[src/design/cdh_pkg.sv]
// Package with shared constants and types for the coverage depth histogram.
`default_nettype none
package cdh_pkg;
  localparam int unsigned MaxRefLenDef  = 1048576;
  localparam int unsigned HistBinsDef   = 1024;
  localparam int unsigned DepthWidthDef = 16;
  localparam int unsigned CountWidth    = 40;
  localparam int unsigned ChromWidth    = 16;
  localparam int unsigned LenWidth      = 21;
  localparam int unsigned PosWidth      = 20;
  localparam int unsigned BinWidth      = 10;

  localparam logic [1:0] ModeAlign = 2'd0;
  localparam logic [1:0] ModeFlush = 2'd1;
  localparam logic [1:0] ModeRead  = 2'd2;

  // One classified command from the front part to the back part.
  typedef struct packed {
    logic                  do_sweep;
    logic                  do_incr;
    logic                  do_read;
    logic                  order_err;
    logic [LenWidth-1:0]   new_len;
    logic                  set_len;
    logic [PosWidth-1:0]   start_pos;
    logic [PosWidth-1:0]   end_pos;
    logic [BinWidth-1:0]   bin_index;
  } cmd_t;
endpackage
`default_nettype wire

[src/design/cdh_queue.sv]
// Two-entry queue between the front and back parts.
`default_nettype none
module cdh_queue
  import cdh_pkg::*;
(
  input  logic clk_i,
  input  logic rst_ni,
  input  logic in_valid_i,
  output logic in_ready_o,
  input  cmd_t in_cmd_i,
  output logic out_valid_o,
  input  logic out_ready_i,
  output cmd_t out_cmd_o
);
  cmd_t       mem_q [2];
  logic       wr_q, rd_q;
  logic [1:0] cnt_q;
  logic       push, pop;

  assign in_ready_o  = cnt_q != 2'd2;
  assign out_valid_o = cnt_q != 2'd0;
  assign out_cmd_o   = mem_q[rd_q];
  assign push = in_valid_i & in_ready_o;
  assign pop  = out_valid_o & out_ready_i;

  always_ff @(posedge clk_i) begin
    if (push) begin
      mem_q[wr_q] <= in_cmd_i;
    end
  end

  always_ff @(posedge clk_i or negedge rst_ni) begin
    if (!rst_ni) begin
      wr_q  <= 1'b0;
      rd_q  <= 1'b0;
      cnt_q <= '0;
    end else begin
      if (push) wr_q <= ~wr_q;
      if (pop)  rd_q <= ~rd_q;
      cnt_q <= cnt_q + {1'b0, push} - {1'b0, pop};
    end
  end
endmodule
`default_nettype wire

[config.mk]
export PLATFORM = sky130hd
export DESIGN_NAME = cdh_queue
export DESIGN_NICKNAME = d
export VERILOG_FILES = /design/src/design/cdh_pkg.sv /design/src/design/cdh_queue.sv
export SDC_FILE = /design/constraint.sdc
export NUM_CORES = 1
export LEC_CHECK = 0
export ABC_AREA = 0
export BUFFER_PORTS_ARGS = -buffer_cell sky130_fd_sc_hd__buf_2
export CORE_ASPECT_RATIO = 1.1
export CORE_MARGIN = 1
export CORE_UTILIZATION = 45
export DETAILED_ROUTE_END_ITERATION = 10
export GPL_ROUTABILITY_DRIVEN = 0
export MAX_ROUTING_LAYER = met4
export PLACE_DENSITY = 0.81
export RECOVER_POWER = 25
export SYNTH_ARGS = -nofsm -noshare
export SYNTH_HDL_FRONTEND = slang
export SYNTH_SLANG_ARGS = --single-unit
[constraint.sdc]
create_clock -name clk_i -period 6.21 [get_ports clk_i]
set_clock_uncertainty 0.1 [all_clocks]
set_input_delay 0.9315 -clock clk_i [delete_from_list [all_inputs] [get_ports clk_i]]
set_output_delay 0.9315 -clock clk_i [all_outputs]
set_load 0.03 [all_outputs]
==> Yosys cells after proc, flatten, opt, wreduce, memory -nomap -nowiden <==
Memories as Yosys holds them, arrays and structs flattened.
Cells that the tools add are included.
{ "totals": {"rom_bits": 0, "out_inout_bits": 78, "latchBits": 0, "regBits": 4, "n_memories": 1, "wordCells": 14, "inputBits": 80, "ramBits": 152} }
{ "mem_list": {"columns": ["name", "words", "width", "rd", "rd_clocked_by_memory_dff", "write_ports", "line", "text"], "rows": [
  ["mem_q", 2, 76, 1, 0, 1, "cdh_queue.sv:15", "cmd_t mem_q [2];"]
]} }
{ "op_classes": {"eq_ne": 1, "n_shift": 0, "mux": 2, "n_lt_le_gt_ge": 0, "add_sub_neg": 2, "n_bitwise": 4, "n_reduce_logical": 1, "multipliers": 0, "div_mod_pow": 0} }
{ "ops": {"columns": ["op", "n"], "rows": [
  ["adder 2 x 1 -> 2 bit", 1],
  ["AND 1 bit", 2],
  ["2-to-1 mux 1 bit", 2],
  ["!= test 2 bit, second input constant", 1],
  ["inverter 1 bit", 2],
  ["nonzero test 2 bit", 1],
  ["subtractor 2 x 1 -> 2 bit", 1]
]} }

==> Longest topological paths before layout <==
Gate-level depths: netlist (run 1).
{ "depth": {"depth_word": 4, "ltp_mapped": 7, "depth_no_buf": 7} }

==> Least setup slack after synthesis (run 1) <==
OpenSTA, ideal clock, no wires.
{ "synth_timing": {"path_type": "input port to flip-flop", "from": "input in_valid_i", "to": "memory mem_q[0][0] (netlist name) (enable)", "slack_ps": 1390, "t_arrival_ps": 4209, "cell_stages": 2, "required_ps": 5599, "path_buffers": 0, "setup_ps": 511, "cell_sequence": "nand2_1 nor2_1"} }
{ "synth_via": {"elab_chain_len": 3} }
{ "synth_lines": {"columns": ["element", "line", "text"], "rows": [
  ["start, declared", "cdh_queue.sv:8", "input logic in_valid_i,"],
  ["AND 1 bit", "cdh_queue.sv:23", "assign push = in_valid_i & in_ready_o;"],
  ["2-to-1 mux 1 bit", "cdh_queue.sv:27", "if (push) begin"],
  ["2-to-1 mux 1 bit (implied by the code)", "cdh_queue.sv:28", "mem_q[wr_q] <= in_cmd_i;"],
  ["end, declared", "cdh_queue.sv:15", null]
]} }
Every way passes these cells.

==> results.md, run 1 <==
* Status: completed
* Static leakage at 2.79 nW
* CP max stage delay at 1170 ps
* Switch share at 34.2%
* Startpoint Class: flip-flop
* CTS tree: built
* Count of cell types in the netlist at 17
* EDFF count, synth at 152
* Starting Density at 46.2%
* Ys async rst share at 2.56%
* Nets at 504
* Post-DP HPWL at 6040 um
* Delay-heaviest family, CP: flip-flops
* Mapped Area at 5820 sq um
* Die area at 13400 sq um
* Worst VDD drop at 0.468 mV
* Iteration count of the initial detailed-routing pass at 4
* Post-synth top area share at 78.5%
* Sequential-to-total area share from yosys stat at 80.2%
* Die height at 121 um
* Mapped Avg Cell Area at 22.9 sq um
* Crit path kind: reg -> out
* GR Overflow Total at 0
* Crit Path Max Fanout at 77
* Total CTS buffers at 17
* CP arrival at 2260 ps
* Vias at 2845
* Final critical-path required period at 3290 ps
* Core area at 12600 sq um
* Fmax at 0.304 GHz
* Synth area leaders: edfxtp_1, mux2_2, mux2_4
* Cells along the critical path: mux2_2 -> buf_2
* CTS root buffer: clkbuf_16
* Buf+Inv Stages, Crit Path at 1
* Post-CTS Setup Bufs at 0
* MaxCap Viol Count at 0
* Syn Inst Count at 254
* Dpl cell area at 6740 sq um
* Share of cells above drive strength 1 at 58.9%
* Syn_nets at 336
* RSZ-0062 raised after global routing: no
* WP data required at 5180 ps
* Seq pwr share at 42.0%
* DR vias/cell at 4.81
* NetSw at 1.31 mW
* Layout Area Growth over Synthesis at 25.2%
* Clock buffer depth at 2
* Clk_lat worst skew at 400 ps
* Routed wire length at 9520 um
* Fin area at 7280 sq um
* Power per cell area at 527 nW/um^2
* Ys Warns at 0
* Slew headroom at 22.7%
* Hold_buf cts at 0
* Wire per inst at 16.1 um
* Number of global-route vias before repair at 2925
* GRT Util Overall at 14.8%
* Clock power share at 25.2%
* Final setup violation count at 0
* PortBufs at 157
* Reg clk slew, reported paths at 60 ps
* Row Count at 43
* Setup TNS at 0 ps
* Die W at 110 um
* FF+latch count, synth at 156
* Hold Fails Final Rpt at 0
* CP Capture Type: primary output
* Residual DRC at 0
* Post-CTS sizing at 0
* N_diodes at 0
* Pint at 2.53 mW
* I/O pin cnt at 158
* Initial DRC Count at 128
* Post-synth top area cell: edfxtp_1
* H-Tree Depth at 4
* Global-route wire length before repair at 14200 um
* CTS Sinks at 156
* Slowest cell on crit path: dfrtp_4
* Period utilization at 53.0%
* Slew Limit Fails at 0
* Most used DFF post-synth: edfxtp_1
* Remaining antenna violation count at 0
* Worst Tran Pin Value at 1160 ps
* Largest net degree at the start of global routing at 78
* Min-delay worst type: in -> async
* Initial antenna violation count at 0
* Combinational cell fraction of total power at 32.8%
-- flip-flops by register name, summed over array words and instances, names as in the netlist --
register	count
mem_q	152
cnt_q	2
rd_q	1
wr_q	1
-- metal layers --
layer	GRT usage, %	share of wire, %	up-vias
met5	-	0	-
met4	6.50	1.2	0
met3	4.50	5.3	8
met2	24.5	53	102
met1	16.7	41	1397
li1	-	-	1338
-- stage by stage --
step	utilization [%]	total power, mW	instances	setup slack [ps]	hold WS, ps
after global placement	53.5	2.89	560	3340	394
after floorplan	-	2.62	254	1390	361
after CTS	57.9	3.89	592	2880	208
after detailed placement	53.5	2.92	560	3330	419
after global routing	57.9	4.00	592	2800	250
final	57.9	3.84	592	2920	253
-- cells by family (layout without fill, tap and decap cells) --
| group | Yosys count | in the layout | synth area share (%) |
|---|---|---|---|
| adder cells (fa/ha/maj) | 2 | 2 | 0.430 |
| AND/OR/NAND/NOR | 6 | 6 | 0.559 |
| flip-flops | 156 | 156 | 80.2 |
| buffers and inverters | 10 | 191 | 1.57 |
| multiplexers | 76 | 76 | 16.6 |
| XOR/XNOR | 4 | 4 | 0.602 |
-- worst register-to-register path, cell delays in order (launching register included) --
cell and delay (ps):
dfrtp_1 400, nand2b_1 130, nand2_1 160, nor2_4 110, buf_4 770
-- power by group through the flow --
stage / logic (mW) / clock network, mW / registers, mW
finish: 1.26 / 0.967 / 1.61
CTS: 1.28 / 0.989 / 1.62
global placement: 1.26 / 0 / 1.63
global route: 1.32 / 1.03 / 1.64
detailed placement: 1.27 / 0 / 1.64
floorplan: 1.10 / 0 / 1.52
-- layout by cell type, fill, tap and decap left out, drive strengths merged --
master / count
and2: 1
and3: 1
buf: 150
bufinv: 2
clkbuf: 27
clkinv: 7
clkinvlp: 3
dfrtp: 4
edfxtp: 152
ha: 2
inv: 2
mux2: 76
nand2: 1
nand2b: 1
nor2: 1
or2: 1
xnor2: 3
xor2: 1
-- worst paths after layout --
| kind | from | end | slack (ps) | depth (start not counted) |
|---|---|---|---|---|
| worst max-delay path | rd_q$_DFFE_PN0P_ | out_cmd_o[0] | 2920 | 2 |
| worst max register to register | cnt_q[1]$_DFF_PN0_ | mem_q[0][55]$_DFFE_PP_ | 4110 | 4 |
| worst min-delay path | rst_ni | cnt_q[0]$_DFF_PN0_ | 250 | 1 |
| min in group clk_i | cnt_q[0]$_DFF_PN0_ | cnt_q[0]$_DFF_PN0_ | 430 | 1 |
| worst min register to register | cnt_q[0]$_DFF_PN0_ | cnt_q[0]$_DFF_PN0_ | 430 | 1 |
| max in group asynchronous | rst_ni | rd_q$_DFFE_PN0P_ | 5540 | 1 |
-- area by class of cell --
cell class | instances | area (sq um)
inverter | 1 | 3.75
tap | 157 | 196
fill | 978 | 5310
multi-input combinational | 88 | 1070
timing repair buffer | 158 | 783
clock buffer | 19 | 433
clock inverter | 13 | 125
sequential | 156 | 4670
-- cells in the mapped netlist, types with 2 or more instances --
| master | instances |
|---|---|
| ha_1 | 2 |
| edfxtp_1 | 152 |
| buf_8 | 3 |
| mux2_2 | 46 |
| mux2_4 | 30 |
| dfrtp_1 | 4 |
| xnor2_1 | 3 |
| buf_2 | 4 |
| buf_6 | 2 |
(Power assumes the default switching activity.)
==> run 2: changes to the inputs <==
==> constraint.sdc (replaced) <==
create_clock -name clk_i -period 3.16 [get_ports clk_i]
set_clock_uncertainty 0.1 [all_clocks]
set_input_delay 0.474 -clock clk_i [delete_from_list [all_inputs] [get_ports clk_i]]
set_output_delay 0.474 -clock clk_i [all_outputs]
set_load 0.03 [all_outputs]
==> run 2 against run 1 <==
Effect of this change:
- routed wire length grew 4.1%
- critical path type unchanged
- design area grew 1.5%
- flip-flop and latch count is the same
- non-clock buffer count grew 3
- register-to-register slack lost 2800 ps
- critical path depth grew 1
- critical endpoint is now out_cmd_o[73]
- count of clock-buffer cells in the layout is the same
- first-iteration DRC count shrank 6.3%
- hold slack lost 110 ps
- combinational power grew 110%
- via count grew 2.6%
==> results.md, run 2 (synthesis results as in run 1) <==
* Initial DRC Count at 120 (-6.3%)
* Crit path kind: reg -> out
* Hold Fails Final Rpt at 0 (unchanged)
* Number of global-route vias before repair at 3081 (+5.3%)
* Die area at 13400 sq um (unchanged)
* DR vias/cell at 4.91 (+2.1%)
* Residual DRC at 0 (unchanged)
* Cells along the critical path: buf_12 -> mux2_2 -> buf_2
* Buf+Inv Stages, Crit Path at 2 (+1)
* Delay-heaviest family, CP: flip-flops
* Seq pwr share at 38.9% (-3.1 points)
* Initial antenna violation count at 1 (+1)
* Worst Tran Pin Value at 544 ps (-615 ps)
* Post-DP HPWL at 6530 um (+8.0%)
* Slew Limit Fails at 0 (unchanged)
* Die W at 110 um (unchanged)
* Fill cell count at 968 (-1.0%)
* Placed cell count at 562 (+0.36%)
* Row Count at 43 (unchanged)
* Fmax at 0.378 GHz
* Crit Path Max Fanout at 50 (-35%)
* RSZ-0062 raised after global routing: no
* Status: completed
* Biggest register: mem_q
* CTS root buffer: clkbuf_16
* Slowest cell on crit path: dfrtp_4
* Wire per inst at 16.6 um (+3.5%)
* Total CTS buffers at 17 (unchanged)
* Static leakage at 2.84 nW (+1.8%)
* GR Overflow Total at 0 (unchanged)
* CTS Sinks at 156 (unchanged)
* Setup TNS at 0 ps (unchanged)
* Pint at 5.15 mW (+100%)
* Routed wire length at 9910 um (+4.1%)
* Most frequent cells in the layout: edfxtp_1, buf_2, mux2_2
* Period utilization at 83.7%
* Clk_lat worst skew at 410 ps (about the same)
* Clock power share at 26.7% (+1.5 points)
* Iteration count of the initial detailed-routing pass at 4 (unchanged)
* Remaining antenna violation count at 0 (unchanged)
* Post-Layout Cell Count at 595 (+0.51%)
* Largest registers: mem_q x152, cnt_q x2
* Switch share at 33.7% (-0.44 points)
* Power per cell area at 1050 nW/um^2 (+99%)
* Largest net degree at the start of global routing at 77 (-1.3%)
* I/O pin cnt at 158 (unchanged)
* GRT Util Overall at 15.7% (+0.94 points)
* Combinational cell fraction of total power at 34.5% (+1.7 points)
* Global-route wire length before repair at 14900 um (+4.8%)
* Post-CTS Setup Bufs at 0 (unchanged)
* Share of cells above drive strength 1 at 59.3% (+0.42 points)
* Worst VDD drop at 0.573 mV (+23%)
* Clock buffer depth at 2 (unchanged)
* NetSw at 2.62 mW (+100%)
* Final setup violation count at 0 (unchanged)
* Reg clk slew, reported paths at 60 ps (about the same)
* Starting Density at 46.2% (unchanged)
* Startpoint Class: flip-flop
* Most common cell after layout, fill and taps aside: edfxtp_1
* Post-layout util at 58.7% (+0.87 points)
* Die height at 121 um (unchanged)
* PortBufs at 157 (unchanged)
* WP data required at 2590 ps (-2590 ps)
* Slew headroom at 63.7% (+41 points)
* Number of flip-flops in the largest register at 152 (unchanged)
* H-Tree Depth at 4 (unchanged)
* CP Capture Type: primary output
* CP arrival at 2070 ps (-190 ps)
* Final critical-path required period at 2650 ps
* Min-delay worst type: in -> reg
* CP max stage delay at 690 ps (-480 ps)
* CTS tree: built
* Layout Area Growth over Synthesis at 27.1%
* MaxCap Viol Count at 0 (unchanged)
* Vias at 2919 (+2.6%)
* Nets at 507 (+0.60%)
* Core area at 12600 sq um (unchanged)
==> run 2: final cells by class <==
cell class	instances	area, sq um	area share, %
inverter	1	3.75	0.0508
tap	157	196	2.66
multi-input combinational	88	1070	14.5
antenna	1	2.50	0.0338
clock inverter	12	173	2.34
sequential	156	4670	63.1
timing repair buffer	161	843	11.4
clock buffer	19	433	5.86
==> run 2: through the flow <==
step / hold WS (ps) / power, mW / worst slack, ps / instance area (sq um)
after floorplan: 78.4 / 5.13 / 63.0 / 5820
after global placement: 194 / 5.73 / 933 / 6790
after detailed placement: 192 / 5.79 / 933 / 6790
after CTS: 125 / 7.87 / 475 / 7400
after global routing: 123 / 8.08 / 424 / 7390
final: 145 / 7.77 / 515 / 7390
==> run 2: layer usage <==
metal  up-vias  share of wire [%]  wire length [um]  global-route usage (%)
li1       1350                  -                 -                       -
met1      1440                 39              3820                    16.1
met2       110                 54              5310                    27.2
met3        19                6.0               594                    5.69
met4         0                1.8               180                    7.08
met5         -                  0                 0                       -
==> run 2: final timing paths <==
path                            slack [ps]  cells past startpoint                     end          startpoint
worst max-delay path                   510                      3           out_cmd_o[73]    rd_q$_DFFE_PN0P_
min in group asynchronous              320                      2        rd_q$_DFFE_PN0P_              rst_ni
worst max register to register        1280                      7      cnt_q[1]$_DFF_PN0_  cnt_q[1]$_DFF_PN0_
worst min-delay path                   140                      1  mem_q[0][68]$_DFFE_PP_        in_cmd_i[68]
max in group asynchronous             2490                      2        rd_q$_DFFE_PN0P_              rst_ni
worst min register to register         450                      1      cnt_q[0]$_DFF_PN0_  cnt_q[0]$_DFF_PN0_
==> run 2: repair_timing <==
action                     CTS  global route
resized for setup            0             0
hold endpoints to repair     4             0
hold buffers                 1             0
setup endpoints to repair    0             0
==> run 2: worst reg2reg max path: cells and delay by family (launching register included) <==
| kind | cells | cell delay (ps) |
|---|---|---|
| xor+xnor | 2 | 300 |
| fa+ha+maj | 2 | 460 |
| buf+inv | 1 | 40 |
| simple gates | 2 | 500 |
| flops | 1 | 400 |
==> run 2: power by group through the flow <==
stage / Combinational [mW] / Sequential (mW) / Clock (mW)
floorplan: 2.16 / 2.97 / 0
global placement: 2.69 / 3.04 / 0
detailed placement: 2.71 / 3.07 / 0
CTS: 2.73 / 3.03 / 2.11
global route: 2.82 / 3.07 / 2.19
finish: 2.68 / 3.02 / 2.07
==> run 3: changes to the inputs <==
==> constraint.sdc (replaced) <==
create_clock -name clk_i -period 2.6 [get_ports clk_i]
set_clock_uncertainty 0.1 [all_clocks]
set_input_delay 0.39 -clock clk_i [delete_from_list [all_inputs] [get_ports clk_i]]
set_output_delay 0.39 -clock clk_i [all_outputs]
set_load 0.03 [all_outputs]
==> run 3 against run 2 <==
Effect of this change:
- global-route usage fell by 0.080 points
- setup slack got worse by 310 ps
- hold slack worse by 74 ps
- routed wire length is 0.36% higher
- count of clock-buffer cells in the layout shrank 2
- register-to-register slack got worse by 580 ps
- sequential power is 21% higher
- design area increased by 1.6%
- combinational power increased by 26%
- critical endpoint is now out_cmd_o[21]
- largest power group unchanged
==> results.md, run 3 (synthesis results as in run 1) <==
* CP Capture Type: primary output
* NetSw at 3.25 mW (+24%)
* Number of global-route vias before repair at 3069 (-0.39%)
* Clock power share at 28.1% (+1.4 points)
* Nets at 513 (+1.2%)
* Hold path cells at 1 (unchanged)
* Dpl cell area at 6830 sq um (+0.55%)
* Routed wire length at 9940 um (+0.36%)
* Status: completed
* Starting Density at 46.2% (unchanged)
* Post-Layout Cell Count at 601 (+1.0%)
* Fmax at 0.417 GHz
* Hold Fails Final Rpt at 0 (unchanged)
* Final setup violation count at 0 (unchanged)
* Global-route wire length before repair at 15100 um (+1.3%)
* Crit path kind: reg -> out
* Static leakage at 2.90 nW (+2.0%)
* Switch share at 33.2% (-0.53 points)
* Worst Tran Pin Value at 377 ps (-167 ps)
* Place WS at 424 ps (-509 ps)
* Placed cell count at 567 (+0.89%)
* Final worst slack at 204 ps (-311 ps)
* RSZ-0062 raised after global routing: no
* Layout Area Growth over Synthesis at 29.2%
* Wire per inst at 16.5 um (-0.64%)
* Die height at 121 um (unchanged)
* Residual DRC at 0 (unchanged)
* Reg clk slew, reported paths at 60 ps (about the same)
* Startpoint Class: flip-flop
* DR vias/cell at 4.85 (-1.1%)
* Remaining antenna violation count at 0 (unchanged)
* Crit Path Max Fanout at 21 (-58%)
* Clock buffer depth at 2 (unchanged)
* GRT Util Overall at 15.7% (-0.080 points)
* Die W at 110 um (unchanged)
* PortBufs at 157 (unchanged)
* Power per cell area at 1300 nW/um^2 (+24%)
* GR Overflow Total at 0 (unchanged)
* Worst r2r path cells at 7 (unchanged)
* Worst VDD drop at 0.755 mV (+32%)
* Setup TNS at 0 ps (unchanged)
* Seq pwr share at 37.4% (-1.5 points)
* Pint at 6.54 mW (+27%)
* Largest registers: mem_q x152, cnt_q x2
* Initial DRC Count at 110 (-8.3%)
* Total CTS buffers at 17 (unchanged)
* CTS root buffer: clkbuf_16
* I/O pin cnt at 158 (unchanged)
* N_diodes at 0 (-1)
* Post-DP HPWL at 6540 um (+0.25%)
* Most common cell after layout, fill and taps aside: edfxtp_1
* CTS tree: built
* Vias at 2916 (-0.10%)
* Most frequent cells in the layout: edfxtp_1, buf_2, mux2_2
* Core area at 12600 sq um (unchanged)
* WP data required at 2110 ps (-480 ps)
* Clk_lat worst skew at 400 ps (about the same)
* CTS Sinks at 156 (unchanged)
* Die area at 13400 sq um (unchanged)
* Min-delay worst type: in -> reg
* Slew Limit Fails at 0 (unchanged)
* Period utilization at 92.1%
* Share of cells above drive strength 1 at 59.0% (-0.26 points)
* Initial antenna violation count at 0 (-1)
* H-Tree Depth at 4 (unchanged)
* Final critical-path required period at 2400 ps
* Largest net degree at the start of global routing at 53 (-31%)
* Biggest register: mem_q
* Post-layout util at 59.7% (+0.96 points)
* Row Count at 43 (unchanged)
* Fin area at 7510 sq um (+1.6%)
* Number of flip-flops in the largest register at 152 (unchanged)
* MaxCap Viol Count at 0 (unchanged)
* Iteration count of the initial detailed-routing pass at 5 (+1)
* Slew headroom at 74.9% (+11 points)
* Combinational cell fraction of total power at 34.5% (about the same)
* CP arrival at 1910 ps (-160 ps)
-- run 3: changes by cell type in the layout (fill, tap and decap cells not counted), moves of 2 or more --
cell / delta
clkinv_4: +2
clkinv_1: +2
buf_2: -4
clkinv_2: -3
bufinv_16: +2
buf_4: +5
-- run 3: layer usage --
| layer | GRT usage, % | vias up | wire (um) |
|---|---|---|---|
| met5 | - | - | 0 |
| met4 | 6.58 | 0 | 150 |
| met3 | 4.95 | 11 | 608 |
| met2 | 25.6 | 111 | 5140 |
| met1 | 18.0 | 1433 | 4040 |
| li1 | - | 1361 | - |
-- run 3: final timing paths --
kind / slack [ps] / start / to
min: 70 / in_cmd_i[7] / mem_q[1][7]$_DFFE_PP_
min in group asynchronous: 220 / rst_ni / rd_q$_DFFE_PN0P_
max reg2reg: 700 / cnt_q[1]$_DFF_PN0_ / cnt_q[1]$_DFF_PN0_
min reg2reg: 440 / cnt_q[0]$_DFF_PN0_ / cnt_q[0]$_DFF_PN0_
max: 200 / rd_q$_DFFE_PN0P_ / out_cmd_o[21]
max in group asynchronous: 2050 / rst_ni / rd_q$_DFFE_PN0P_
-- run 3: area by class of cell --
cell class,instances,area (sq um)
Fill cell,965,5070
Sequential cell,156,4670
Multi-Input combinational cell,88,1070
Timing Repair Buffer,167,903
Clock buffer,17,425
Clock inverter,15,244
Tap cell,157,196
Inverter,1,3.75
-- run 3: repair_timing --
action	4_1_cts	5_1_grt
buffers inserted	1	0
hold endpoints to repair	4	0
setup endpoints to repair	6	0
gates resized for setup	0	0
hold buffers	1	0
-- run 3: per-stage QoR --
stage	total power, mW	hold slack (ps)
after global routing	10.2	51.3
final	9.79	70.6
after floorplan	6.22	-5.59
after global placement	6.99	102
after detailed placement	7.08	98.9
after CTS	9.92	49.3
-- run 3: worst max-delay path: stages (launching register included) --
cell	delay [ps]
dfrtp_4	660
buf_4	290
mux2_2	360
buf_2	180
-- run 3: power groups by stage --
stage	clock [mW]	combinational, mW	sequential, mW
2_1_floorplan	0	2.62	3.60
3_3_place_gp	0	3.26	3.73
3_5_place_dp	0	3.31	3.77
4_1_cts	2.81	3.43	3.67
5_1_grt	2.91	3.57	3.72
6_report	2.76	3.38	3.66
