--- config.mk ---
export PLATFORM = sky130hd
export DESIGN_NAME = cdh_front
export DESIGN_NICKNAME = d
export VERILOG_FILES = /design/src/design/cdh_pkg.sv /design/src/design/cdh_front.sv
export SDC_FILE = /design/constraint.sdc
export NUM_CORES = 1
export LEC_CHECK = 0
export BUFFER_PORTS_ARGS = -buffer_cell sky130_fd_sc_hd__buf_2
export CAP_MARGIN = 40
export CORE_UTILIZATION = 44
export DETAILED_ROUTE_END_ITERATION = 16
export GPL_TIMING_DRIVEN = 0
export PLACE_DENSITY = 0.81
export SLEW_MARGIN = 20
export SYNTH_ARGS = -nofsm -noshare
export SYNTH_HDL_FRONTEND = slang
export SYNTH_SLANG_ARGS = --single-unit
--- constraint.sdc ---
create_clock -name clk_i -period 3.45 [get_ports clk_i]
set_clock_uncertainty 0.05 [all_clocks]
set_input_delay 0.5175 -clock clk_i [delete_from_list [all_inputs] [get_ports clk_i]]
set_output_delay 0.5175 -clock clk_i [all_outputs]
set_load 0.05 [all_outputs]
--- src/design/cdh_pkg.sv ---
// Package with shared constants and types for the coverage depth histogram.
`default_nettype none
package cdh_pkg;
  localparam int unsigned MaxRefLenDef  = 1048576;
  localparam int unsigned HistBinsDef   = 1024;
  localparam int unsigned DepthWidthDef = 16;
  localparam int unsigned CountWidth    = 40;
  localparam int unsigned ChromWidth    = 16;
  localparam int unsigned LenWidth      = 21;
  localparam int unsigned PosWidth      = 20;
  localparam int unsigned BinWidth      = 10;

  localparam logic [1:0] ModeAlign = 2'd0;
  localparam logic [1:0] ModeFlush = 2'd1;
  localparam logic [1:0] ModeRead  = 2'd2;

  // One classified command from the front part to the back part.
  typedef struct packed {
    logic                  do_sweep;
    logic                  do_incr;
    logic                  do_read;
    logic                  order_err;
    logic [LenWidth-1:0]   new_len;
    logic                  set_len;
    logic [PosWidth-1:0]   start_pos;
    logic [PosWidth-1:0]   end_pos;
    logic [BinWidth-1:0]   bin_index;
  } cmd_t;
endpackage
`default_nettype wire

--- src/design/cdh_front.sv ---
// Front part: checks order and unmapped flags, and classifies each beat.
`default_nettype none
module cdh_front
  import cdh_pkg::*;
#(
  parameter int unsigned MaxRefLen = MaxRefLenDef
) (
  input  logic                  clk_i,
  input  logic                  rst_ni,
  input  logic                  valid_i,
  output logic                  ready_o,
  input  logic [1:0]            mode_i,
  input  logic [ChromWidth-1:0] chrom_id_i,
  input  logic [LenWidth-1:0]   chrom_length_i,
  input  logic [PosWidth-1:0]   start_pos_i,
  input  logic [PosWidth-1:0]   end_pos_i,
  input  logic                  read_unmapped_i,
  input  logic                  mate_unmapped_i,
  input  logic [BinWidth-1:0]   bin_index_i,
  output logic                  cmd_valid_o,
  input  logic                  cmd_ready_i,
  output cmd_t                  cmd_o
);
  logic                  seen_q;
  logic [ChromWidth-1:0] last_chrom_q;
  logic [PosWidth-1:0]   last_start_q;
  cmd_t                  cmd;
  logic                  fire, is_order_err, new_chrom, ok_align;
  logic [LenWidth-1:0]   clip;

  assign ready_o     = cmd_ready_i;
  assign cmd_valid_o = valid_i;
  assign fire        = valid_i & cmd_ready_i;

  assign is_order_err = seen_q && (chrom_id_i < last_chrom_q ||
                        (chrom_id_i == last_chrom_q && start_pos_i < last_start_q));
  assign ok_align  = (mode_i == ModeAlign) && !read_unmapped_i && !mate_unmapped_i
                     && !is_order_err;
  assign new_chrom = !seen_q || chrom_id_i != last_chrom_q;
  // The limit can be wider than the length field; then no clipping is needed.
  assign clip = (32'(chrom_length_i) > MaxRefLen) ? LenWidth'(MaxRefLen) :
                chrom_length_i;

  always_comb begin
    cmd           = '0;
    cmd.start_pos = start_pos_i;
    cmd.end_pos   = end_pos_i;
    cmd.bin_index = bin_index_i;
    cmd.new_len   = clip;
    unique case (mode_i)
      ModeAlign: begin
        cmd.order_err = !read_unmapped_i && !mate_unmapped_i && is_order_err;
        cmd.do_sweep  = ok_align && new_chrom;
        cmd.set_len   = ok_align && new_chrom;
        cmd.do_incr   = ok_align;
      end
      ModeFlush: cmd.do_sweep = seen_q;
      ModeRead:  cmd.do_read  = 1'b1;
      default:   cmd.do_read  = 1'b0;
    endcase
  end
  assign cmd_o = cmd;

  always_ff @(posedge clk_i or negedge rst_ni) begin
    if (!rst_ni) begin
      seen_q       <= 1'b0;
      last_chrom_q <= '0;
      last_start_q <= '0;
    end else if (fire && ok_align) begin
      seen_q       <= 1'b1;
      last_chrom_q <= chrom_id_i;
      last_start_q <= start_pos_i;
    end
  end
endmodule
`default_nettype wire

-- Yosys cells after proc, flatten, opt, wreduce, memory -nomap -nowiden
Cells that the tools add are included.
- magnitude comparators: 3
- eq/ne operators: 4
- muxes and demuxes: 6
- bitwise logic cells: 1
- reduce and logical (&&, ||, !) cells: 16
- operators by type and width (kind ; count):
    $gt 21x21->1 const B ; 1
    $mux 21 ; 1
    $lt 20x20->1 ; 1
    $eq 16x16->1 ; 1
    $lt 16x16->1 ; 1
    $ne 16x16->1 ; 1
    $logic_and 1x1->1 ; 9
    $logic_not 1->1 ; 4
    $mux 1 ; 4
    $eq 2x1->1 const B ; 1
    $eq 2x2->1 const B ; 1
    $logic_not 2->1 ; 1
    $logic_or 1x1->1 ; 2
    $pmux 1 s2 ; 1
    $and 1x1->1 ; 1
- register bits: 37
- input port bits: 95
- output and inout bits: 78
- logic and storage cells: 33

-- Logic depth before layout (Yosys ltp)
Gate-level depths: netlist of run 1.
- depth in word-level cells: 8
- depth in mapped cells: 9
- mapped depth without buffers: 8

-- Least setup slack after synthesis of run 1
No wires, ideal clock.
- kind: in2out
- from: input port chrom_id_i[14]
- to: output port cmd_o[75] (netlist name)
- arrival: 2.921 ns
- required time: 2.882 ns
- path slack: -0.039 ns
- stages on the path: 7
- path buffers: 0
- cell sequence: ha_1 -> nand4_1 -> or2_1 -> a211o_1 -> o2111ai_1 -> o21ai_0 -> o21ai_0
- RTL lines (what ; line ; source):
    from (decl) ; cdh_front.sv:13 ; input logic [ChromWidth-1:0] chrom_id_i,
    to (decl) ; cdh_front.sv:22 ; output cmd_t cmd_o

==> results.tsv, run 1 <==
metric	value	unit
Layout fillers	557	
drt total wl	6670	um
Post-Syn Nets	426	
Port Buf Inserts	142	
worst-path cell with the longest stage delay	sky130_fd_sc_hd__o21ai_1	
highest cell delay on the worst timing path	350	ps
CTS sink count	37	
pin count of the biggest net entering global routing	23	
Die Y	83.3	um
global route overflow	0	
final worst hold slack	117	ps
Top cell by count, worst path	sky130_fd_sc_hd__nand4_1	
Critical R2R Launch	last_chrom_q[14]$_DFFE_PN0P_	
maximum clock frequency	0.315	GHz
part of the Yosys area used for sequential elements	0.319	
number of hold-slack violations in the final timing report	0	
Routability Congestion	0.767	
peak ir drop on the vdd network	248	uV
power density over cell area	395	nW/um^2
average wire per cell in the routed design	12.7	um
H-tree depth	2	
Routed Antenna Nets	0	
largest fanout of any net on the critical path	4	
number of vias after detailed routing	2511	
async set-or-reset flop fraction in the synthesized netlist	1.00	
final net count	576	
Buffers & Inverters on Critical Path	2	
most common cell after layout, fill and taps aside	sky130_fd_sc_hd__buf_2	
total of cells resized after clock tree synthesis	0	
final design area excluding fillers	3820	um^2
number of vias per cell after detailed routing	4.79	
syn_area_per_cell	9.82	um^2
worst path cell trace	inv_1 -> ha_1 -> nand4_1 -> or2_1 -> nor3_2 -> nand4_1 -> o21ai_1 -> and2_1 -> buf_2	
latest clock arrival within the worst-skew pair	280	ps
top flip-flop cell by instance count after synthesis	sky130_fd_sc_hd__dfrtp_1	
type of the setup path with the least slack	reg -> out	
number of clock buffers inserted by TritonCTS	5	
number of synthesized flops with an enable pin	0	
Crit path max-delay family	simple AND/OR/NAND/NOR gates	
number of detailed-route iterations in the first pass	4	
number of primary I/O pins	173	
GRT Overall Usage	0.197	
half-perimeter wire length after detailed placement	5830	um
Post CTS Setup Buffer Count	0	
number of global-route vias before repair	2491	
Final Setup Violations	0	
worst setup path startpoint	last_chrom_q[14]$_DFFE_PN0P_	
path category of the worst min-delay check	in -> async	
number of diodes added for antenna fixing	0	
arrival time at the worst endpoint	2610	ps
Syn-to-layout area delta	31.6	%
floorplan die width	83.3	um
clock transition at the registers of the reported paths	70	ps
starting density of the core	0.458	
Clock Path Buffers	2	
CP startpoint kind	flop	
core occupancy in the finished layout	0.602	
register bit count reported by yosys	37	
Slew Limit Headroom	0.524	
leakage power figure	2.09	nW
setup repair after global routing missed its margin	false	
clock root buffer	sky130_fd_sc_hd__clkbuf_8	
most frequent cells in the layout	sky130_fd_sc_hd__buf_2, sky130_fd_sc_hd__buf_4, sky130_fd_sc_hd__dfrtp_1	
period utilization	0.920	
max-cap check violation count	0	
Worst-Margin Slew	707	ps
core region area	6350	um^2
share of post-route cells with drive strength above 1	0.548	
post-detailed-route DRC marker count	0	
# rows	29	
post-layout min period	3170	ps
Die Area	6930	um^2
count of routing violations after the opening detailed-route iteration	97	
data required time at the worst endpoint	2880	ps
number of distinct library cell variants in the gate-level netlist after synthesis	32	
Total Neg Setup Slack	0	ps
number of max-slew violations in the final report	0	
wire length of the first global-routing pass	11000	um
type of destination of the critical path	output pin	
Multi-input gate area	1420	um^2
area post-placement	3740	um^2
YS warnings	0	
count of mapped cells out of synthesis	296	
TritonCTS clock tree	yes	
Storage cell area	926	um^2
antenna violations before repair	0	
cts hold-fix bufs	0	
Syn Std Cell Area	2910	um^2
status	completed	
path summary, 6_finish.rpt:
path                                                 to  slack, ps  cells past startpoint
setup / recovery                              cmd_o[72]        280                      9
hold / removal              last_chrom_q[3]$_DFFE_PN0P_        120                      1
setup reg to reg            last_start_q[6]$_DFFE_PN0P_        750                      9
hold reg to reg            last_start_q[11]$_DFFE_PN0P_        450                      1
max in group asynchronous   last_start_q[7]$_DFFE_PN0P_       2770                      2
min in group clk_i          last_chrom_q[7]$_DFFE_PN0P_        440                      2
per-stage QoR:
step / instances / total power, mW / setup WS (ps)
after floorplan: 296 / 1.05 / 338
after global placement: 515 / 1.20 / 253
after detailed placement: 516 / 1.24 / 204
after CTS: 524 / 1.53 / 131
after global routing: 524 / 1.62 / 136
final: 524 / 1.51 / 275
metal layers:
metal	wire length, um	part of all wire	vias up	global-route usage
li1	-	-	1250	-
met1	2400	0.36	1149	0.190
met2	3690	0.55	104	0.402
met3	469	0.070	8	0.0477
met4	107	0.016	0	0.0580
met5	0	0	-	0
layout make-up:
type                    instances  share of cell area
flip-flops and latches         37               0.242
clock buffers                   6              0.0190
inverters                      35              0.0344
repair buffers                143               0.193
clock inverters                 2             0.00262
plain buffers                  57               0.113
multi-input cells             167               0.371
well taps                      77              0.0252
sequential cells by signal (all words and copies together) (netlist names):
name,cells
seen_q,1
last_start_q,20
last_chrom_q,16
report_power, final:
part	switching, mW	leakage, nW	internal [mW]	total, mW
Sequential	0.0425	0.472	0.518	0.561
Clock	0.148	0.0450	0.140	0.288
Combinational	0.389	1.57	0.271	0.660
cells in the mapped netlist, types with 2 or more instances:
library cell | count | area share
sky130_fd_sc_hd__buf_4 | 52 | 0.13
sky130_fd_sc_hd__dfrtp_1 | 37 | 0.32
sky130_fd_sc_hd__ha_1 | 35 | 0.15
sky130_fd_sc_hd__inv_1 | 35 | 0.045
sky130_fd_sc_hd__mux2_2 | 35 | 0.14
sky130_fd_sc_hd__a21oi_1 | 13 | 0.022
sky130_fd_sc_hd__and2_1 | 13 | 0.028
sky130_fd_sc_hd__nor2b_1 | 13 | 0.028
sky130_fd_sc_hd__nand2_1 | 12 | 0.015
sky130_fd_sc_hd__nand4_1 | 8 | 0.017
sky130_fd_sc_hd__o21ai_0 | 8 | 0.014
sky130_fd_sc_hd__nor4_1 | 6 | 0.013
sky130_fd_sc_hd__nor2_1 | 5 | 0.0065
sky130_fd_sc_hd__buf_6 | 3 | 0.012
sky130_fd_sc_hd__a211oi_1 | 2 | 0.0052
sky130_fd_sc_hd__clkbuf_1 | 2 | 0.0026
sky130_fd_sc_hd__nand3_1 | 2 | 0.0034
logic make-up (layout without fill, tap and decap cells):
| family | after synthesis | count (layout) | synth area share |
|---|---|---|---|
| AO/OA/AOI/OAI | 31 | 31 | 0.0719 |
| adder cells (fa/ha/maj) | 35 | 35 | 0.151 |
| buffers and inverters | 92 | 243 | 0.194 |
| flip-flops | 37 | 37 | 0.319 |
| multiplexers | 36 | 36 | 0.139 |
| AND/OR/NAND/NOR | 65 | 65 | 0.126 |
worst register-to-register path: cells and delay by family (launching register included):
kind / cells / cell delay (ps)
simple gates: 4 / 860
compound gates: 1 / 430
mux: 1 / 350
flops: 1 / 340
fa+ha+maj: 1 / 300
buf+inv: 2 / 260
No activity file was read; power rests on OpenSTA's default activity.
==> run 2: changes to the inputs <==
--- a/config.mk
+++ b/config.mk
@@ -9,7 +9,7 @@
 export CAP_MARGIN = 40
 export CORE_UTILIZATION = 44
 export DETAILED_ROUTE_END_ITERATION = 16
-export GPL_TIMING_DRIVEN = 0
+export MAX_ROUTING_LAYER = met4
 export PLACE_DENSITY = 0.81
 export SLEW_MARGIN = 20
 export SYNTH_ARGS = -nofsm -noshare
==> run 2 against run 1 <==
Global-route usage hardly changed. Critical endpoint unchanged. Sequential power hardly changed. Final cell count shrank 16%. Utilization shrank 8.9 points. Setup slack gained 20 ps. Wire length decreased by 1.9%. Power fell by 7.1%. Largest cell class unchanged. Hold slack got worse by 44 ps. Clock power up 7.3%.
==> results.tsv, run 2 (synthesized netlist as in run 1, its figures left out) <==
metric	value	unit	change
most common cell after layout, fill and taps aside	sky130_fd_sc_hd__buf_2		unchanged
TritonCTS clock tree	yes		unchanged
final worst hold slack	72.9	ps	was 117 ps
non-filler cells, final	439		was 524
Slew Limit Headroom	0.575		was 0.524
final design area excluding fillers	3260	um^2	was 3820 um^2
average wire per cell in the routed design	14.9	um	was 12.7 um
arrival time at the worst endpoint	2590	ps	was 2610 ps
# placed instances	432		was 516
number of max-slew violations in the final report	0		unchanged
internal power summed over all cells	898	uW	was 929 uW
number of flip-flops under the largest register name	20		unchanged
Sw Share	0.360		was 0.384
Clock Path Buffers	2		unchanged
number of primary I/O pins	173		unchanged
global route overflow	0		unchanged
post-detailed-route DRC marker count	0		unchanged
Routability Congestion	0.857		was 0.767
final net count	492		was 576
starting density of the core	0.458		unchanged
final setup margin	295	ps	was 275 ps
half-perimeter wire length after detailed placement	5480	um	was 5830 um
wire length of the first global-routing pass	10600	um	was 11000 um
Die Y	83.3	um	unchanged
# rows	29		unchanged
Syn-to-layout area delta	12.2	%	was 31.6%
number of diodes added for antenna fixing	0		unchanged
number of hold-slack violations in the final timing report	0		unchanged
max-cap check violation count	0		unchanged
maximum clock frequency	0.317	GHz	was 0.315 GHz
number of vias per cell after detailed routing	5.06		was 4.79
power density over cell area	430	nW/um^2	was 395 nW/um^2
Total Neg Setup Slack	0	ps	unchanged
leakage power figure	1.71	nW	was 2.09 nW
H-tree depth	2		unchanged
total power of the final layout	1.40	mW	was 1.51 mW
largest fanout of any net on the critical path	4		unchanged
GRT Overall Usage	0.197		about the same
Logic pwr share	0.378		was 0.438
latest clock arrival within the worst-skew pair	290	ps	was 280 ps
number of detailed-route iterations in the first pass	4		unchanged
clock group share of total power	0.220		was 0.191
most frequent cells in the layout	sky130_fd_sc_hd__buf_2, sky130_fd_sc_hd__dfrtp_1, sky130_fd_sc_hd__inv_1, sky130_fd_sc_hd__mux2_2, sky130_fd_sc_hd__ha_1		was sky130_fd_sc_hd__buf_2, sky130_fd_sc_hd__buf_4, sky130_fd_sc_hd__dfrtp_1
period utilization	0.914		was 0.920
Register-to-Register Setup Slack	820	ps	was 750 ps
number of vias after detailed routing	2220		was 2511
Final Setup Violations	0		unchanged
Routed Antenna Nets	0		unchanged
Port Buf Inserts	112		was 142
CTS sink count	37		unchanged
total of cells resized after clock tree synthesis	0		unchanged
core region area	6350	um^2	unchanged
post-layout min period	3150	ps	was 3170 ps
portion of total power attributed to sequential cells	0.402		was 0.371
type of destination of the critical path	output pin		unchanged
share of post-route cells with drive strength above 1	0.448		was 0.548
switching power total	505	uW	was 580 uW
Post CTS Setup Buffer Count	0		unchanged
top register by number of flip-flops	last_start_q		unchanged
number of global-route vias before repair	2224		was 2491
setup repair after global routing missed its margin	false		unchanged
number of clock buffers inserted by TritonCTS	5		unchanged
Die Area	6930	um^2	unchanged
path category of the worst min-delay check	in -> async		unchanged
drt total wl	6550	um	was 6670 um
area post-placement	3170	um^2	was 3740 um^2
peak ir drop on the vdd network	240	uV	was 248 uV
Worst-Margin Slew	632	ps	was 707 ps
data required time at the worst endpoint	2880	ps	about the same
pin count of the biggest net entering global routing	26		was 23
floorplan die width	83.3	um	unchanged
registers with the most flip-flops	last_start_q x20, last_chrom_q x16, seen_q x1		unchanged
antenna violations before repair	0		unchanged
pre-CTS WS	212	ps	was 204 ps
status	completed		unchanged
cts hold-fix bufs	0		unchanged
type of the setup path with the least slack	reg -> out		unchanged
clock root buffer	sky130_fd_sc_hd__clkbuf_8		unchanged
clock transition at the registers of the reported paths	80	ps	was 70 ps
count of routing violations after the opening detailed-route iteration	59		was 97
core occupancy in the finished layout	0.513		was 0.602
CP startpoint kind	flop		unchanged
run 2: cell count changes in the layout (fill, tap and decap cells not counted), sizes merged:
cell,change
clkinv,-2
buf,-82
clkbuf,-1
run 2: area by class of cell:
| class | count | area, um^2 |
|---|---|---|
| inverter | 35 | 131 |
| sequential | 37 | 926 |
| fill | 611 | 3090 |
| timing repair buffer | 116 | 603 |
| tap | 77 | 96.3 |
| multi-input combinational | 167 | 1420 |
| clock buffer | 7 | 86.3 |
run 2: power by group through the flow:
stage / Combinational [mW] / Clock (mW) / Sequential [mW]
after floorplan: 0.496 / 0 / 0.556
after global placement: 0.513 / 0 / 0.563
after detailed placement: 0.533 / 0 / 0.572
after CTS: 0.537 / 0.322 / 0.563
after global routing: 0.590 / 0.339 / 0.573
final: 0.531 / 0.309 / 0.563
run 2: path summary, 6_finish.rpt:
| path | start | endpoint | cells past startpoint |
|---|---|---|---|
| max | last_chrom_q[14]$_DFFE_PN0P_ | cmd_o[72] | 9 |
| min | rst_ni | last_start_q[18]$_DFFE_PN0P_ | 1 |
| max reg2reg | last_chrom_q[14]$_DFFE_PN0P_ | last_start_q[5]$_DFFE_PN0P_ | 9 |
| min reg2reg | last_start_q[11]$_DFFE_PN0P_ | last_start_q[11]$_DFFE_PN0P_ | 1 |
| max in group asynchronous | rst_ni | last_chrom_q[3]$_DFFE_PN0P_ | 2 |
| min in group clk_i | chrom_id_i[7] | last_chrom_q[7]$_DFFE_PN0P_ | 2 |
run 2: critical path: stages, from the launching register on:
cell and delay [ps]:
sky130_fd_sc_hd__dfrtp_1 350, sky130_fd_sc_hd__inv_1 40, sky130_fd_sc_hd__ha_1 300, sky130_fd_sc_hd__nand4_1 130, sky130_fd_sc_hd__or2_1 280, sky130_fd_sc_hd__nor3_2 200
sky130_fd_sc_hd__nand4_1 210, sky130_fd_sc_hd__o21ai_1 340, sky130_fd_sc_hd__and2_1 190, sky130_fd_sc_hd__buf_2 260
run 2: routing by layer:
metal | GRT usage | up-vias | wire [um]
met4 | 0.0580 | 0 | 112
met1 | 0.195 | 1024 | 2420
met5 | - | - | 0
li1 | - | 1079 | -
met2 | 0.372 | 101 | 3530
met3 | 0.0537 | 16 | 491
==> run 3: changes to the inputs <==
--- a/config.mk
+++ b/config.mk
@@ -5,12 +5,12 @@
 export SDC_FILE = /design/constraint.sdc
 export NUM_CORES = 1
 export LEC_CHECK = 0
-export BUFFER_PORTS_ARGS = -buffer_cell sky130_fd_sc_hd__buf_2
 export CAP_MARGIN = 40
-export CORE_UTILIZATION = 44
+export CORE_UTILIZATION = 50
+export CTS_BUF_LIST = sky130_fd_sc_hd__clkbuf_4 sky130_fd_sc_hd__clkbuf_8 sky130_fd_sc_hd__clkbuf_16
 export DETAILED_ROUTE_END_ITERATION = 16
+export DONT_BUFFER_PORTS = 1
 export MAX_ROUTING_LAYER = met4
-export PLACE_DENSITY = 0.81
 export SLEW_MARGIN = 20
 export SYNTH_ARGS = -nofsm -noshare
 export SYNTH_HDL_FRONTEND = slang
==> run 3 against run 2 <==
Final area fell by 14%. Die area shrank 12%. Non-clock buffer count decreased by 98. Sequential cell count unchanged. Register-to-register slack is essentially flat. Critical path type unchanged. Largest power group unchanged.
==> results.tsv, run 3 (synthesized netlist as in run 1, its figures left out) <==
metric	value	unit	change
power density over cell area	457	nW/um^2	was 430 nW/um^2
Total Neg Setup Slack	0	ps	unchanged
number of detailed-route iterations in the first pass	4		unchanged
Syn-to-layout area delta	-3.53	%	was 12.2%
core region area	5540	um^2	was 6350 um^2
share of post-route cells with drive strength above 1	0.249		was 0.448
drt total wl	5300	um	was 6550 um
cell depth of the worst flop-to-flop path	9		unchanged
max-cap check violation count	0		unchanged
floorplan die width	78.2	um	was 83.3 um
type of the setup path with the least slack	reg -> out		unchanged
number of vias per cell after detailed routing	5.31		was 5.06
peak ir drop on the vdd network	226	uV	was 240 uV
Clock Path Buffers	2		unchanged
internal power summed over all cells	871	uW	was 898 uW
status	completed		unchanged
data required time at the worst endpoint	2880	ps	about the same
number of hold-slack violations in the final timing report	0		unchanged
half-perimeter wire length after detailed placement	4220	um	was 5480 um
pre-CTS WS	406	ps	was 212 ps
CTS sink count	37		unchanged
pin count of the biggest net entering global routing	38		was 26
Routed Antenna Nets	0		unchanged
Routability Congestion	0.760		was 0.857
wire length of the first global-routing pass	8520	um	was 10600 um
largest fanout of any net on the critical path	4		unchanged
post-layout min period	3150	ps	about the same
post-detailed-route DRC marker count	0		unchanged
Die Area	6120	um^2	was 6930 um^2
number of max-slew violations in the final report	0		unchanged
number of clock buffers inserted by TritonCTS	5		unchanged
number of diodes added for antenna fixing	0		unchanged
Critical R2R Launch	last_chrom_q[14]$_DFFE_PN0P_		unchanged
GRT Overall Usage	0.187		was 0.197
Final Setup Violations	0		unchanged
number of primary I/O pins	173		unchanged
starting density of the core	0.525		was 0.458
clock group share of total power	0.246		was 0.220
Sw Share	0.320		was 0.360
latest clock arrival within the worst-skew pair	290	ps	about the same
number of vias after detailed routing	1789		was 2220
worst r2r dst	last_start_q[18]$_DFFE_PN0P_		was last_start_q[5]$_DFFE_PN0P_
# rows	27		was 29
final net count	394		was 492
arrival time at the worst endpoint	2590	ps	about the same
path category of the worst min-delay check	in -> async		unchanged
switching power total	409	uW	was 505 uW
registers with the most flip-flops	last_start_q x20, last_chrom_q x16, seen_q x1		unchanged
number of flip-flops under the largest register name	20		unchanged
Worst-Margin Slew	502	ps	was 632 ps
Die Y	78.2	um	was 83.3 um
core occupancy in the finished layout	0.506		was 0.513
portion of total power attributed to sequential cells	0.437		was 0.402
most common cell after layout, fill and taps aside	sky130_fd_sc_hd__dfrtp_1		was sky130_fd_sc_hd__buf_2
clock root buffer	sky130_fd_sc_hd__clkbuf_8		unchanged
count of routing violations after the opening detailed-route iteration	47		was 59
leakage power figure	1.32	nW	was 1.71 nW
Port Buf Inserts	0		was 112
Logic pwr share	0.317		was 0.378
TritonCTS clock tree	yes		unchanged
most frequent cells in the layout	sky130_fd_sc_hd__dfrtp_1, sky130_fd_sc_hd__inv_1, sky130_fd_sc_hd__mux2_2, sky130_fd_sc_hd__ha_1, sky130_fd_sc_hd__buf_4		was sky130_fd_sc_hd__buf_2, sky130_fd_sc_hd__dfrtp_1, sky130_fd_sc_hd__inv_1, sky130_fd_sc_hd__mux2_2, sky130_fd_sc_hd__ha_1
period utilization	0.914		about the same
Register-to-Register Setup Slack	820	ps	about the same
top register by number of flip-flops	last_start_q		unchanged
average wire per cell in the routed design	15.7	um	was 14.9 um
setup repair after global routing missed its margin	false		unchanged
maximum clock frequency	0.317	GHz	about the same
Slew Limit Headroom	0.668		was 0.575
number of global-route vias before repair	1853		was 2224
clock transition at the registers of the reported paths	70	ps	was 80 ps
antenna violations before repair	0		unchanged
final setup margin	297	ps	was 295 ps
Layout fillers	545		was 611
global route overflow	0		unchanged
total of cells resized after clock tree synthesis	0		unchanged
H-tree depth	2		unchanged
type of destination of the critical path	output pin		unchanged
total power of the final layout	1.28	mW	was 1.40 mW
CP startpoint kind	flop		unchanged
[run 3: cell count changes in the layout (fill, tap and decap cells not counted), sizes merged]
cell,change
buf,-98
clkbuf,+1
[run 3: critical path, cell delays in order (launching register included)]
cell	delay, ps
sky130_fd_sc_hd__dfrtp_1	350
sky130_fd_sc_hd__inv_1	50
sky130_fd_sc_hd__ha_1	290
sky130_fd_sc_hd__nand4_1	150
sky130_fd_sc_hd__or2_1	290
sky130_fd_sc_hd__nor3_2	200
sky130_fd_sc_hd__nand4_1	190
sky130_fd_sc_hd__o21ai_0	410
sky130_fd_sc_hd__and2_1	190
sky130_fd_sc_hd__buf_4	190
[run 3: cell type report]
cell class	count	area [um^2]	share of cell area
timing repair buffer	18	148	0.0527
clock buffer	8	91.3	0.0326
multi-input combinational	167	1420	0.506
sequential	37	926	0.330
inverter	35	131	0.0469
tap	72	90.1	0.0321
[run 3: timing repair]
action	CTS	global route
endpoints found under the hold margin	37	0
setup buffers	0	0
hold buffers	1	0
[run 3: worst max-delay path by stage]
stage	from	to	slack, ps	depth (start not counted)
finish	last_chrom_q[14]$_DFFE_PN0P_	cmd_o[72]	300	9
global route	last_chrom_q[15]$_DFFE_PN0P_	cmd_o[72]	60	9
CTS	last_chrom_q[14]$_DFFE_PN0P_	cmd_o[72]	220	9
detailed placement	chrom_id_i[15]	cmd_o[72]	410	8
global placement	chrom_id_i[14]	cmd_o[72]	500	8
floorplan	chrom_id_i[14]	cmd_o[75]	340	7
[run 3: power groups by stage]
stage / clock network (mW) / logic (mW) / registers (mW)
2_1_floorplan: 0 / 0.496 / 0.556
4_1_cts: 0.330 / 0.412 / 0.560
5_1_grt: 0.343 / 0.468 / 0.570
3_3_place_gp: 0 / 0.382 / 0.565
3_5_place_dp: 0 / 0.398 / 0.568
6_report: 0.315 / 0.406 / 0.559
[run 3: metal layers]
metal | routed length, um | GRT usage | up-vias
li1 | - | - | 887
met1 | 2090 | 0.193 | 825
met2 | 2620 | 0.321 | 58
met3 | 444 | 0.0663 | 19
met4 | 138 | 0.0778 | 0
met5 | 0 | - | -
[run 3: through the flow]
step	instance area [um^2]	hold slack, ps	std cells
final	2800	5.76	337
after global routing	2800	17.2	337
after CTS	2800	12.6	337
after detailed placement	2690	173	328
after global placement	2630	173	319
after floorplan	2910	172	296
